==> config.mk <==
export PLATFORM = sky130hd
export DESIGN_NAME = gsem_divider
export DESIGN_NICKNAME = d
export VERILOG_FILES = /design/src/hw/rtl/graph_segment_edge_merge_unit_macros.svh /design/src/hw/rtl/gsem_pkg.sv /design/src/hw/rtl/gsem_divider.sv
export SDC_FILE = /design/constraint.sdc
export NUM_CORES = 1
export LEC_CHECK = 0
export BUFFER_PORTS_ARGS = -buffer_cell sky130_fd_sc_hd__buf_2
export CORE_ASPECT_RATIO = 1.25
export CORE_MARGIN = 3
export CORE_UTILIZATION = 45
export CTS_CLUSTER_SIZE = 24
export DETAILED_ROUTE_END_ITERATION = 6
export MAX_ROUTING_LAYER = met4
export PLACE_DENSITY = 0.8
export SKIP_CTS_REPAIR_TIMING = 1
export SYNTH_ARGS = -nofsm -noshare
export SYNTH_HDL_FRONTEND = slang
export SYNTH_SLANG_ARGS = --single-unit
==> constraint.sdc <==
create_clock -name i_clk -period 2.3 [get_ports i_clk]
set_input_delay 0.115 -clock i_clk [delete_from_list [all_inputs] [get_ports i_clk]]
set_output_delay 0.115 -clock i_clk [all_outputs]
set_load 0.02 [all_outputs]
==> src/hw/rtl/graph_segment_edge_merge_unit_macros.svh <==
// Assertion helpers for the edge merge unit.
`ifndef GRAPH_SEGMENT_EDGE_MERGE_UNIT_MACROS_SVH
`define GRAPH_SEGMENT_EDGE_MERGE_UNIT_MACROS_SVH

// Implication checked on every edge while out of reset.
`define GSEM_ASSERT_IMP(lbl, clk, rst_n, ante, cons, msg) \
    lbl: assert property (@(posedge clk) disable iff (!rst_n) (ante) |-> (cons)) \
        else $error(msg);

// Next-cycle implication checked while out of reset.
`define GSEM_ASSERT_NXT(lbl, clk, rst_n, ante, cons, msg) \
    lbl: assert property (@(posedge clk) disable iff (!rst_n) (ante) |=> (cons)) \
        else $error(msg);

`endif

==> src/hw/rtl/gsem_pkg.sv <==
package gsem_pkg;

    localparam int unsigned NodeW  = 16;
    localparam int unsigned SizeW  = 17;
    localparam int unsigned WtW    = 16;
    localparam int unsigned CfgW   = 16;
    localparam int unsigned ThrW   = 25;

    localparam logic [1:0] OUT_SAME   = 2'd0;
    localparam logic [1:0] OUT_MERGED = 2'd1;
    localparam logic [1:0] OUT_REJECT = 2'd2;
    localparam logic [1:0] OUT_QUERY  = 2'd3;

    localparam logic REQ_EDGE  = 1'b0;
    localparam logic REQ_QUERY = 1'b1;

    localparam logic [CfgW-1:0] MergeConstantReset = 16'd300;

    typedef struct packed {
        logic            req_type;
        logic [NodeW-1:0] node_a;
        logic [NodeW-1:0] node_b;
        logic [WtW-1:0]   weight;
    } t_req;

    typedef struct packed {
        logic [1:0]       outcome;
        logic [NodeW-1:0] root;
        logic [SizeW-1:0] comp_size;
        logic [WtW-1:0]   largest_weight;
    } t_rsp;

    typedef enum logic [3:0] {
        ST_CLEAR,
        ST_IDLE,
        ST_FIND_A,
        ST_FIND_B,
        ST_DIV_A,
        ST_DIV_B,
        ST_DECIDE,
        ST_WRITE
    } t_state;

    // Divider handshake.
    typedef struct packed {
        logic            start;
        logic [CfgW-1:0] dividend;
        logic [SizeW-1:0] divisor;
    } t_div_req;

    typedef struct packed {
        logic            done;
        logic [CfgW-1:0] quotient;
    } t_div_rsp;

endpackage

==> src/hw/rtl/gsem_divider.sv <==
// Restoring divider, one quotient bit per cycle. Divisor zero gives zero.
module gsem_divider
    import gsem_pkg::*;
(
    input  logic     i_clk,
    input  logic     i_rst_n,
    input  t_div_req i_req,
    output t_div_rsp o_rsp
);
    localparam int unsigned CntW = $clog2(CfgW + 1);

    logic [SizeW-1:0] r_rem, n_rem;
    logic [CfgW-1:0]  r_quo, n_quo;
    logic [SizeW-1:0] r_den;
    logic [CntW-1:0]  r_cnt, n_cnt;
    logic             r_busy, n_busy, r_done, n_done;
    logic [SizeW:0]   w_trial;

    always_comb begin
        n_rem   = r_rem;
        n_quo   = r_quo;
        n_cnt   = r_cnt;
        n_busy  = r_busy;
        n_done  = 1'b0;
        w_trial = {r_rem, r_quo[CfgW-1]} - {1'b0, r_den};
        if (i_req.start) begin
            n_rem  = '0;
            n_quo  = i_req.dividend;
            n_cnt  = CntW'(CfgW);
            n_busy = 1'b1;
        end else if (r_busy) begin
            if (!w_trial[SizeW]) begin
                n_rem = w_trial[SizeW-1:0];
                n_quo = {r_quo[CfgW-2:0], 1'b1};
            end else begin
                n_rem = {r_rem[SizeW-2:0], r_quo[CfgW-1]};
                n_quo = {r_quo[CfgW-2:0], 1'b0};
            end
            n_cnt = r_cnt - 1'b1;
            if (r_cnt == CntW'(1)) begin
                n_busy = 1'b0;
                n_done = 1'b1;
            end
        end
    end

    always_ff @(posedge i_clk) begin
        if (!i_rst_n) begin
            r_busy <= 1'b0;
            r_done <= 1'b0;
            r_cnt  <= '0;
        end else begin
            r_busy <= n_busy;
            r_done <= n_done;
            r_cnt  <= n_cnt;
        end
        r_rem <= n_rem;
        r_quo <= n_quo;
        if (i_req.start) r_den <= i_req.divisor;
    end

    always_comb begin
        o_rsp.done     = r_done;
        o_rsp.quotient = (r_den == '0) ? '0 : r_quo;
    end
endmodule

==> Yosys cells after proc, flatten, opt, wreduce, memory -nomap -nowiden <==
Cells that the tools add are included.
{ "totals": {"elab_cells": 27, "reg_bits": 57, "latch_bits": 0, "out_inout_bits": 17, "memories": 0, "rom_bits": 0, "ram_bits": 0} }
{ "classes": {"n_bitwise": 2, "mux": 11, "div_mod_pow": 0, "n_reduce_logical": 4, "mul": 0, "n_addsub": 2, "shifts": 0, "n_eq_ne": 1, "order_cmp": 0} }
{ "ops": {"columns": ["operator", "n"], "rows": [
  ["two-way mux 16 bit", 3],
  ["subtractor 18 x 17 -> 18 bit", 1],
  ["zero test 17 bit", 1],
  ["two-way mux 17 bit", 1],
  ["two-way mux 5 bit", 2],
  ["== test 5 x 1 -> 1 bit (second input constant)", 1],
  ["two-way mux 1 bit", 5],
  ["subtractor 5 x 1 -> 5 bit (second input constant)", 1],
  ["OR reduction 3 bit", 1],
  ["inverter 1 bit", 2],
  ["nonzero test 2 bit", 1],
  ["OR reduction 2 bit", 1]
]} }

==> Longest topological paths before layout <==
{ "depth": {"word_depth": 4, "depth_mapped": 12} }

==> Worst setup path after synthesis <==
Ideal clock, no wire load.
{ "synth_path": {"path_type": "register to register", "from": "register r_den[10]", "to": "register r_rem[1]", "setup_time_ps": 74, "arrival_time_ps": 2221, "stages_incl_launch_ff": 11, "path_slack_ps": 5, "path_cell_list": "edfxtp_1 > inv_1 > ha_1 > buf_6 > a21oi_4 > o21ai_2 > nor2b_4 > a211o_4 > o21a_4 > or4_1 > a31oi_1"} }
{ "synth_between": {"elab_chain_cells": 2} }
{ "synth_lines": {"columns": ["item", "line", "source"], "rows": [
  ["start: declaration", "gsem_divider.sv:14", "logic [SizeW-1:0] r_den;"],
  ["start signal: assignment", "gsem_divider.sv:59", "if (i_req.start) r_den <= i_req.divisor;"],
  ["subtractor 18 x 17 -> 18 bit", "gsem_divider.sv:25", "w_trial = {r_rem, r_quo[CfgW-1]} - {1'b0, r_den};"],
  ["two-way mux 17 bit", "gsem_divider.sv:32", "if (!w_trial[SizeW]) begin"],
  ["end signal: assignment", "gsem_divider.sv:57", "r_rem <= n_rem;"],
  ["end: declaration", "gsem_divider.sv:12", "logic [SizeW-1:0] r_rem, n_rem;"]
]} }
Every way passes these cells.
A chain may end at the register's enable or synchronous reset.

==> Worst setup path after layout <==
{ "layout_path": {"from": "register r_den[10]", "to": "register r_rem[14]"} }
Same word-level chain as after synthesis.

==> impl_metrics.yaml <==
floorplan:
  die-area_mm2: 0.008720
  io-pin-count: 53
  die_x_um: 84.13
  core-area_mm2: 0.007401
  die_h_um: 103.7
  num_rows: 35
  initial_core_util: 0.4639
worst_setup_path:
  worstSetupEndpoint: "r_rem[14]"
  worstSetupPathType: "reg2reg"
  slowest_stage: "or3_4"
  worst_r2r_path_depth: 9
  critPathRequiredTime_ns: 2.51
  r2r_slack_ns: -0.12
  critical_path.max_fanout: 7
  crit_start: "r_den[10]"
  r2r_end: "r_rem[14]"
  cp.arrival_ns: 2.63
  worstSetupEndpointType: "register"
  cp_cell_sequence: "inv_1 > ha_4 > a21oi_4 > o21ai_2 > nor2b_4 > a211o_4 > or3_4 > a211oi_1 > a2111oi_2"
  r2r-start: "r_den[10]"
  start_kind: "register"
  slowest_delay_ns: 0.45
synth:
  synth_warnings: 0
  synth_edf_count: 33
  yosys_register_bits: 57
  synth_cell_type_count: 53
  synthFlopType: "edfxtp_1"
  netlist_area_mm2: 0.003433
  synth-seq-area-share: 0.4286
  syn_nets: 407
  synthArstFlopShare: 0
  syn_area_per_cell_um2: 9.781
  syn_inst: 351
cells_and_area:
  final_common_cell: "buf_4"
  n_antenna_cell: 0
  design_area_mm2: 0.004996
  drive_gt1_frac: 0.4257
  fin_util: 0.6751
  layout_common_cells: "buf_4, buf_2, edfxtp_1"
  area_growth_pct: 45.52
  nFillCells: 513
  fin_nets: 549
sta:
  timing.final.ws_setup_ns: -0.1208
  rsz0062_at_grt: "true"
  maxSlewHeadroom: 0.6888
  slew_viol_final: 0
  worst_pin_slew_ns: 0.4662
  hold_viol: 0
  worst_clock_skew_ns: 0.01294
  period_needed_ns: 2.421
  setup_violations: 17
  fmax_mhz: 413.1
  tns_ns: -1.367
  fin_crit_sh: 1.053
power_and_ir_drop:
  leakage_uw: 0.002067
  power_uw: 3330
  ir_worst_vdd_v: 0.0005862
  powerDensity_mw_per_mm2: 666.5
clock_tree:
  cts.sinks: 57
  cts_buffers: 9
  clkTransAtPathRegs_ns: 0.07
  clock_path_buffers: 2
  clk_latency_ns: 0.34
  cts_root_buf: "clkbuf_8"
  cts_htree_levels: 3
  cts_tree: "done"
detailed_routing:
  drt_wl_total_mm: 10.13
  vias: 3279
  drt-vias-per-instance: 5.558
  firstDrtPassIters: 4
  drt_iter0_markers: 273
  route.detailed.drc: 0
  wl_per_cell_um: 17.17
  antenna_left: 0
job:
  maxCapViolations: 0
global_routing:
  grtUsageTotal: 0.2155
  grt_max_degree: 41
  grt_overflow_total: 0
  grt_pass1_wl_mm: 14.70
  antenna_found_initial: 0
  grt_pass1_vias: 3201
placed_design:
  io_buffers: 52
  gp_congestion: 0.9283
  placed_area_mm2: 0.004243
  dp_slack_ns: -0.3124
  dp.final_hpwl_mm: 6.801
outcome:
  status: "complete, but fails checks"
  violations: "setup timing"
min_path:
  hp-class: "in2reg"
## power breakdown
group          switching, µW  total, µW  internal, µW  leakage (µW)
clock                    440        861           421     0.0000887
combinational            601       1200           602       0.00145
sequential              81.7       1270          1180      0.000525
total                   1120       3330          2210       0.00207
## sequential cells by signal, summed over array words and instances, names as in the netlist
register,count
r_quo,16
r_done,1
r_cnt,5
r_den,17
r_rem,17
r_busy,1
## layer usage
metal | routed length [µm] | global-route usage | vias to the layer above
met5 | 0 | - | -
met4 | 669 | 0.09885 | 0
li1 | - | - | 1583
met2 | 5244 | 0.3696 | 121
met3 | 404 | 0.04216 | 49
met1 | 3814 | 0.2391 | 1526
## through the flow
step                instances  hold slack [ns]
detailed placement        546           0.2931
global placement          546           0.2919
floorplan                 351           0.2139
finish                    590          0.01041
CTS                       562         -0.06549
global route              590          0.01866
## cells by family (layout without fill, tap and decap cells)
group / after synthesis / in the layout / synth area share
adder cells (fa/ha/maj): 20 / 20 / 0.07507
AND/OR/NAND/NOR: 121 / 122 / 0.1888
flip-flops: 57 / 57 / 0.4286
buffers and inverters: 40 / 186 / 0.05138
AO/OA/AOI/OAI: 82 / 82 / 0.1662
multiplexers: 15 / 15 / 0.04920
XOR/XNOR: 16 / 16 / 0.04082
## cell usage after synthesis (all sizes together) (12+ instances only)
master / number / share of area
nand2: 16 / 0.017
nor2: 30 / 0.033
inv: 20 / 0.022
a21oi: 22 / 0.036
o21ai: 23 / 0.036
ha: 19 / 0.069
mux2: 15 / 0.049
a311oi: 13 / 0.033
edfxtp: 33 / 0.29
nand3: 12 / 0.017
nor2b: 20 / 0.039
dfxtp: 24 / 0.14
## worst min-delay path by stage
stage	slack, ns	from	cells past startpoint	to
floorplan	0.21	i_req[0]	0	r_den[0]
global placement	0.29	i_req[4]	1	r_den[4]
finish	0.01	i_rst_n	2	r_cnt[4]
CTS	-0.07	i_req[14]	1	r_den[14]
global route	0.02	i_rst_n	2	r_cnt[4]
detailed placement	0.29	i_req[1]	1	r_den[1]
## final cells by class
| type | count | area, µm² | area share |
|---|---|---|---|
| clock buffers | 10 | 137.6 | 0.02755 |
| clock inverters | 6 | 42.54 | 0.008515 |
| inverters | 21 | 78.83 | 0.01578 |
| multi-input cells | 255 | 2087 | 0.4177 |
| flip-flops and latches | 57 | 1471 | 0.2945 |
| well taps | 92 | 115.1 | 0.02304 |
| repair buffers | 149 | 1064 | 0.2129 |
## critical path: cells and delay by family (launching register included)
family | cells | cell delay (ns)
buffers and inverters | 1 | 0.13
AO/OA/AOI/OAI | 5 | 0.96
AND/OR/NAND/NOR | 2 | 0.58
adder cells (fa/ha/maj) | 1 | 0.22
flip-flops | 1 | 0.40
Note: power is estimated with default switching activity, not from simulation.
